--- config.mk ---
export PLATFORM = sky130hd
export DESIGN_NAME = task_state_table_unit
export DESIGN_NICKNAME = d
export VERILOG_FILES = /design/src/design/tts_pkg.sv /design/src/design/tts_cell.sv /design/src/design/task_state_table_unit.sv
export SDC_FILE = /design/constraint.sdc
export NUM_CORES = 2
export LEC_CHECK = 0
export ABC_AREA = 1
export BUFFER_PORTS_ARGS = -buffer_cell sky130_fd_sc_hd__buf_4
export CELL_PAD_IN_SITES_DETAIL_PLACEMENT = 0
export CELL_PAD_IN_SITES_GLOBAL_PLACEMENT = 1
export CORE_MARGIN = 2
export CORE_UTILIZATION = 45
export DETAILED_ROUTE_END_ITERATION = 6
export HOLD_SLACK_MARGIN = 0.03
export PLACE_DENSITY = 0.76
export SKIP_LAST_GASP = 1
export SLEW_MARGIN = 20
export SYNTH_ARGS = -nofsm -noshare
export SYNTH_HDL_FRONTEND = slang
export SYNTH_HIERARCHICAL = 1
export SYNTH_SLANG_ARGS = --single-unit
export TNS_END_PERCENT = 1
--- constraint.sdc ---
create_clock -name clk -period 9 [get_ports clk]
set_clock_uncertainty 0.2 [all_clocks]
set_input_delay 0.9 -clock clk [delete_from_list [all_inputs] [get_ports clk]]
set_output_delay 0.9 -clock clk [all_outputs]
set_load 0.1 [all_outputs]
--- src/design/tts_pkg.sv ---
`default_nettype none
package tts_pkg;

	localparam int TASK_SLOTS_DEF = 16;

	typedef enum logic [2:0] {
		OP_CREATE  = 3'd0,
		OP_DELETE  = 3'd1,
		OP_SUSPEND = 3'd2,
		OP_RESUME  = 3'd3,
		OP_SET     = 3'd4,
		OP_GET     = 3'd5,
		OP_DELAY   = 3'd6,
		OP_TICK    = 3'd7
	} op_t;

	localparam logic [2:0] ST_READY     = 3'd0;
	localparam logic [2:0] ST_RUNNING   = 3'd1;
	localparam logic [2:0] ST_BLOCKED   = 3'd2;
	localparam logic [2:0] ST_SUSPENDED = 3'd3;
	localparam logic [2:0] ST_DELETED   = 3'd4;

	localparam logic [1:0] RES_OK      = 2'd0;
	localparam logic [1:0] RES_INVALID = 2'd1;
	localparam logic [1:0] RES_REFUSED = 2'd2;

	localparam logic [6:0] NO_SLOT = 7'h7F;
	localparam logic [7:0] NO_ID   = 8'hFF;

	localparam logic [7:0] CFG_MAX_PRIORITY = 8'd0;
	localparam logic [7:0] CFG_MIN_STACK    = 8'd1;

	localparam logic [7:0]  MAX_PRIORITY_RST = 8'd3;
	localparam logic [15:0] MIN_STACK_RST    = 16'd256;

	typedef struct packed {
		logic [2:0]  operation;
		logic [7:0]  task_id;
		logic [7:0]  priority_req;
		logic [31:0] stack_bytes;
		logic [31:0] sleep_ticks;
		logic [2:0]  target_state;
	} in_t;

	typedef struct packed {
		logic [1:0] status;
		logic [7:0] assigned_id;
		logic [2:0] state_out;
		logic [7:0] priority_out;
		logic [6:0] live_count;
	} out_t;

	// operation token handed from cell to cell
	typedef struct packed {
		logic        vld;
		op_t         op;
		logic [7:0]  id;
		logic [7:0]  prio;
		logic [31:0] ticks;
		logic [2:0]  nst;
		logic        act;
		logic        found;
		logic [1:0]  status;
		logic [7:0]  assigned;
		logic [2:0]  st;
		logic [7:0]  pr;
	} tok_t;

endpackage
`default_nettype wire

--- src/design/tts_cell.sv ---
`default_nettype none
module tts_cell #(
	parameter int SLOT = 0
) (
	input  wire logic          clk,
	input  wire logic          arst_n,
	input  wire tts_pkg::tok_t tok_in,
	output tts_pkg::tok_t      tok_out
);
	import tts_pkg::*;

	localparam logic [7:0] SLOT_ID = 8'(SLOT);

	logic [2:0]  state_q;
	logic [7:0]  prio_q;
	logic [31:0] delay_q;
	logic        vld_q;
	tok_t        tok_q;

	logic [2:0]  state_d;
	logic [7:0]  prio_d;
	logic [31:0] delay_d;
	tok_t        tok_d;
	logic        hit;

	always_comb begin
		state_d = state_q;
		prio_d  = prio_q;
		delay_d = delay_q;
		tok_d   = tok_in;
		hit     = (tok_in.id == SLOT_ID);
		if (tok_in.vld && tok_in.act) begin
			case (tok_in.op)
				OP_CREATE: begin
					// take the first free slot along the chain
					if (!tok_in.found && state_q == ST_DELETED) begin
						state_d        = ST_READY;
						prio_d         = tok_in.prio;
						delay_d        = '0;
						tok_d.found    = 1'b1;
						tok_d.assigned = SLOT_ID;
						tok_d.status   = RES_OK;
					end
				end
				OP_DELETE: begin
					if (hit) begin
						if (state_q == ST_DELETED) tok_d.status = RES_REFUSED;
						else state_d = ST_DELETED;
					end
				end
				OP_SUSPEND: begin
					if (hit) begin
						if (state_q == ST_DELETED) tok_d.status = RES_REFUSED;
						else state_d = ST_SUSPENDED;
					end
				end
				OP_RESUME: begin
					if (hit) begin
						if (state_q != ST_SUSPENDED) tok_d.status = RES_REFUSED;
						else state_d = ST_READY;
					end
				end
				OP_SET: begin
					if (hit) begin
						if (state_q == ST_DELETED) tok_d.status = RES_REFUSED;
						else state_d = tok_in.nst;
					end
				end
				OP_GET: begin
					if (hit) begin
						tok_d.st = state_q;
						tok_d.pr = (state_q != ST_DELETED) ? prio_q : 8'd0;
					end
				end
				OP_DELAY: begin
					if (hit) begin
						delay_d = tok_in.ticks;
						state_d = ST_BLOCKED;
					end
				end
				OP_TICK: begin
					// zero delay keeps a blocked slot blocked
					if (state_q == ST_BLOCKED && delay_q != '0) begin
						delay_d = delay_q - 32'd1;
						if (delay_q == 32'd1) state_d = ST_READY;
					end
				end
				default: ;
			endcase
		end
	end

	always_ff @(posedge clk or negedge arst_n) begin
		if (!arst_n) begin
			state_q <= ST_DELETED;
			delay_q <= '0;
			vld_q   <= 1'b0;
		end else begin
			state_q <= state_d;
			delay_q <= delay_d;
			vld_q   <= tok_in.vld;
		end
	end

	always_ff @(posedge clk) begin
		prio_q <= prio_d;
		if (tok_in.vld) tok_q <= tok_d;
	end

	always_comb begin
		tok_out     = tok_q;
		tok_out.vld = vld_q;
	end

endmodule
`default_nettype wire

--- src/design/task_state_table_unit.sv ---
// An input transaction passes the register of each slot cell in turn, then the finish
// register, then the output register, before out_valid. The operation token walks
// the row of slot cells one cell per cycle; a new one enters only once the last result
// has moved on to the output register, where it waits while the next input is taken.
// Reset (arst_n low, asynchronous): all slots deleted, delays zero, live count zero,
// no running slot, max priority 3, minimum stack 256 bytes.
`default_nettype none
module task_state_table_unit #(
	parameter int TASK_SLOTS = tts_pkg::TASK_SLOTS_DEF
) (
	input  wire logic         clk,
	input  wire logic         arst_n,
	input  wire logic         in_valid,
	output logic              in_ready,
	input  wire tts_pkg::in_t in_data,
	output logic              out_valid,
	input  wire logic         out_ready,
	output tts_pkg::out_t     out_data,
	input  wire logic         cfg_valid,
	output logic              cfg_ready,
	input  wire logic [7:0]   cfg_index,
	input  wire logic [15:0]  cfg_data
);
	import tts_pkg::*;

	localparam logic [7:0] SLOTS_ID  = 8'(TASK_SLOTS);
	localparam logic [6:0] SLOTS_CNT = 7'(TASK_SLOTS);

	logic [7:0]  max_prio_q;
	logic [15:0] min_stack_q;
	logic [6:0]  live_q;
	logic [6:0]  running_q;
	logic        busy_q;
	logic        fin_vld_q;
	out_t        fin_q;
	logic        out_vld_q;
	out_t        out_q;

	tok_t        chain [0:TASK_SLOTS];
	tok_t        ent;
	tok_t        last;
	logic        id_ok;
	logic [6:0]  live_d;
	logic [6:0]  running_d;
	logic        fin_move;

	assign cfg_ready = 1'b1;
	assign in_ready  = !busy_q;

	always_ff @(posedge clk or negedge arst_n) begin
		if (!arst_n) begin
			max_prio_q  <= MAX_PRIORITY_RST;
			min_stack_q <= MIN_STACK_RST;
		end else if (cfg_valid) begin
			if (cfg_index == CFG_MAX_PRIORITY) max_prio_q <= cfg_data[7:0];
			else if (cfg_index == CFG_MIN_STACK) min_stack_q <= cfg_data;
		end
	end

	// screen the operation against global state before it enters the row
	always_comb begin
		id_ok        = (in_data.task_id < SLOTS_ID);
		ent          = '0;
		ent.vld      = in_valid && !busy_q;
		ent.op       = op_t'(in_data.operation);
		ent.id       = in_data.task_id;
		ent.prio     = in_data.priority_req;
		ent.ticks    = in_data.sleep_ticks;
		ent.nst      = in_data.target_state;
		ent.assigned = NO_ID;
		ent.status   = RES_OK;
		ent.act      = 1'b0;
		case (ent.op)
			OP_CREATE: begin
				if (in_data.priority_req > max_prio_q
						|| in_data.stack_bytes < {16'd0, min_stack_q}) begin
					ent.status = RES_INVALID;
				end else if (live_q >= SLOTS_CNT) begin
					ent.status = RES_REFUSED;
				end else begin
					ent.status = RES_REFUSED;
					ent.act    = 1'b1;
				end
			end
			OP_DELETE, OP_SUSPEND, OP_RESUME: begin
				if (!id_ok) ent.status = RES_INVALID;
				else ent.act = 1'b1;
			end
			OP_SET: begin
				if (!id_ok || in_data.target_state > ST_DELETED) ent.status = RES_INVALID;
				else ent.act = 1'b1;
			end
			OP_GET: begin
				if (!id_ok) begin
					ent.status = RES_INVALID;
					ent.st     = ST_DELETED;
				end else begin
					ent.act = 1'b1;
				end
			end
			OP_DELAY: begin
				if (running_q < SLOTS_CNT) begin
					ent.id  = {1'b0, running_q};
					ent.act = 1'b1;
				end else begin
					ent.status = RES_REFUSED;
				end
			end
			OP_TICK: ent.act = 1'b1;
			default: ;
		endcase
	end

	assign chain[0] = ent;

	for (genvar g = 0; g < TASK_SLOTS; g++) begin : g_cell
		tts_cell #(.SLOT(g)) u_cell (
			.clk     (clk),
			.arst_n  (arst_n),
			.tok_in  (chain[g]),
			.tok_out (chain[g + 1])
		);
	end

	assign last = chain[TASK_SLOTS];

	always_comb begin
		live_d    = live_q;
		running_d = running_q;
		if (last.act) begin
			case (last.op)
				OP_CREATE: if (last.found) live_d = live_q + 7'd1;
				OP_DELETE: begin
					if (last.status == RES_OK && live_q != '0) live_d = live_q - 7'd1;
				end
				OP_SET: begin
					if (last.status == RES_OK && last.nst == ST_RUNNING)
						running_d = last.id[6:0];
				end
				default: ;
			endcase
		end
	end

	assign fin_move = fin_vld_q && (!out_vld_q || out_ready);

	always_ff @(posedge clk or negedge arst_n) begin
		if (!arst_n) begin
			live_q    <= '0;
			running_q <= NO_SLOT;
			busy_q    <= 1'b0;
			fin_vld_q <= 1'b0;
			out_vld_q <= 1'b0;
		end else begin
			if (last.vld) begin
				live_q    <= live_d;
				running_q <= running_d;
			end
			if (ent.vld) busy_q <= 1'b1;
			else if (fin_move) busy_q <= 1'b0;
			if (last.vld) fin_vld_q <= 1'b1;
			else if (fin_move) fin_vld_q <= 1'b0;
			if (fin_move) out_vld_q <= 1'b1;
			else if (out_ready) out_vld_q <= 1'b0;
		end
	end

	always_ff @(posedge clk) begin
		if (last.vld) begin
			fin_q.status       <= last.status;
			fin_q.assigned_id  <= last.assigned;
			fin_q.state_out    <= last.st;
			fin_q.priority_out <= last.pr;
			fin_q.live_count   <= live_d;
		end
		if (fin_move) out_q <= fin_q;
	end

	assign out_valid = out_vld_q;
	assign out_data  = out_q;

	a_end_busy: assert property (@(posedge clk) disable iff (!arst_n)
		last.vld |-> busy_q)
		else $error("token left the row with no transaction in flight");
	a_fin_busy: assert property (@(posedge clk) disable iff (!arst_n)
		fin_vld_q |-> busy_q && !last.vld)
		else $error("finished result overlaps another token");
	a_live_bound: assert property (@(posedge clk) disable iff (!arst_n)
		live_q <= SLOTS_CNT)
		else $error("live count above table size");
	a_running: assert property (@(posedge clk) disable iff (!arst_n)
		running_q == NO_SLOT || running_q < SLOTS_CNT)
		else $error("running slot out of range");
	a_no_accept_busy: assert property (@(posedge clk) disable iff (!arst_n)
		ent.vld |=> !in_ready)
		else $error("input ready while a transaction walks the row");

endmodule
`default_nettype wire
==> results_dict.tcl <==
set metrics [dict create \
    status "complete, no violations" \
    finalSetupViolCount 0 \
    fin_nets 11480 \
    tritoncts "done" \
    gr-total-overflow 0 \
    period_minus_slack_ns 3.891 \
    path_clk_slew_ns 0.07 \
    gp_congestion 0.8677 \
    min_path_type "primary input to flip-flop" \
    die_area_um2 219100 \
    ios 146 \
    die_h_um 468.1 \
    place_hpwl_um 187400 \
    firstDrtPassIters 6 \
    synth_area_um2 96930 \
    track_usage 0.2360 \
    num_rows 170 \
    syn_avg_cell_area_um2 8.726 \
    grt_pass1_vias 70770 \
    synth_warnings 6 \
    cp_data_arrival_time_ns 4.49 \
    rsz0062_at_grt "false" \
    path_class "flip-flop to flip-flop" \
    via_per_inst 5.140 \
    fin_ws_ns 5.110 \
    leakagePower_nw 49.51 \
    first_iter_violations 5761 \
    ir_drop_mv 0.2417 \
    fp.dieW_um 468.1 \
    powerDensity_nw_per_um2 331.4 \
    setup_tns_ns 0 \
    num_vias 73740 \
    start_util 0.4521 \
    cts_htree_levels 4 \
    ant_nets 0 \
    drv_cap 0 \
    wl_per_cell_um 18.16 \
    remaining_drc_errors 0 \
    grt_max_degree 132 \
    max_slew_margin 0.2512 \
    path_max_fanout 33 \
    startpoint_type "flip-flop" \
    drt-total-wl_um 260500 \
    cp-end-kind "flip-flop" \
    clockRootBuffer "clkbuf_16" \
    layout-drive-gt1-share 0.08659 \
    area_delta_synth_final_pct 11.68 \
    pre_cts_slack_ns 4.852 \
    syn_inst 11110 \
    fin_crit_sh 0.4323 \
    antenna_found_initial 2 \
    hold_violations 0 \
    cts_buffers 215 \
    cts-resized-gates 0 \
    cp_data_required_time_ns 9.60 \
    max_freq_mhz 257.0 \
    maxSlewViolCount 0 \
    clock_latency_ns 0.86 \
    worst_pin_slew_ns 1.116 \
    cts_sinks 1992 \
    clk_path_buf_depth 3 \
    grt_pass1_wl_um 405600 \
    core_um2 214400 \
    port_buffers 144 \
]
[flip-flops by register name (all words and copies together) (netlist names)]
register	flops
g_cell.u_cell/tok_out	1191
g_cell.u_cell/delay_q	512
g_cell.u_cell/prio_q	128
g_cell.u_cell/state_q	48
fin_q	28
out_data	28
g_cell.u_cell/vld_q	16
min_stack_q	16
max_prio_q	8
live_q	7
running_q	7
busy_q	1
fin_vld_q	1
out_valid	1
[area by class of cell]
type                    count  area (µm²)
flip-flops and latches   1992       56780
repair buffers            245        2014
diodes                      4       10.01
inverters                 898        3377
clock inverters           116        1361
fillers                 19940      106200
well taps                2838        3551
multi-input cells        7956       35190
clock buffers             295        5963
[final timing paths]
check,slack [ns],from,depth (start not counted),endpoint
max,5.11,g_cell[14].u_cell/tok_out[74],9,g_cell[15].u_cell/delay_q[18]
min,0.11,cfg_data[10],3,min_stack_q[10]
max reg2reg,5.11,g_cell[14].u_cell/tok_out[74],9,g_cell[15].u_cell/delay_q[18]
min reg2reg,0.21,fin_q[1],0,out_data[1]
max in group asynchronous,6.20,arst_n,4,g_cell[4].u_cell/delay_q[11]
min in group asynchronous,0.35,arst_n,2,g_cell[15].u_cell/delay_q[13]
[timing repair]
action	CTS	global route
hold buffers	47	0
buffers inserted	0	0
hold endpoints to repair	89	0
[critical path, stage by stage (launching register included)]
cell      delay [ns]
edfxtp_1        0.51
inv_2           0.13
nand2_1         0.12
nor2_4          0.63
nand3_1         0.31
a21oi_4         0.67
nand3_2         0.54
inv_2           0.51
nand2_1         0.10
nand2_1         0.09
[metal layers]
layer  vias up  GRT usage  share of wire
met5         -          0              0
met4         0    0.07205          0.029
met3       369    0.02558          0.039
met2      1730     0.4123           0.50
met1     35150     0.3080           0.43
li1      36480          -              -
[placed cells by master (no fill, tap or decap), types with 22 or more instances in the layout]
| master | instances |
|---|---|
| clkbuf_8 | 24 |
| nand3_1 | 723 |
| ha_1 | 58 |
| a21oi_1 | 121 |
| clkbuf_16 | 217 |
| dfrtp_1 | 577 |
| o21ai_1 | 35 |
| xor2_1 | 37 |
| buf_4 | 193 |
| or2_2 | 55 |
| inv_2 | 55 |
| o21ai_2 | 37 |
| nor3_1 | 35 |
| edfxtp_1 | 1375 |
| o21bai_1 | 135 |
| clkinv_2 | 36 |
| nand2_1 | 4345 |
| clkbuf_1 | 54 |
| inv_1 | 837 |
| nand2_4 | 22 |
| o21ai_0 | 446 |
| nor2_4 | 42 |
| nand2_2 | 84 |
| nor2_2 | 60 |
| nor2_1 | 1423 |
| dfstp_2 | 26 |
| nand4_1 | 134 |
| dlygate4sd3_1 | 47 |
[power breakdown]
part / switching, W / internal, W / total (W)
Combinational: 0.00901 / 0.00374 / 0.0127
Clock: 0.00383 / 0.00523 / 0.00906
Sequential: 0.00190 / 0.0122 / 0.0141
[through the flow]
step           power, W  utilization  cells  hold WS (ns)  area (µm²)
5_1_grt         0.03844       0.5049  14340       0.07831      108300
2_1_floorplan   0.02299            -  11130        0.2003       97010
4_1_cts         0.03602       0.5048  14340       0.04572      108200
3_3_place_gp    0.02663       0.4685  13880        0.2006      100400
6_report        0.03588       0.5049  14340        0.1122      108300
3_5_place_dp    0.02684       0.4685  13880        0.2045      100400
No activity file was read; power rests on OpenSTA's default activity.
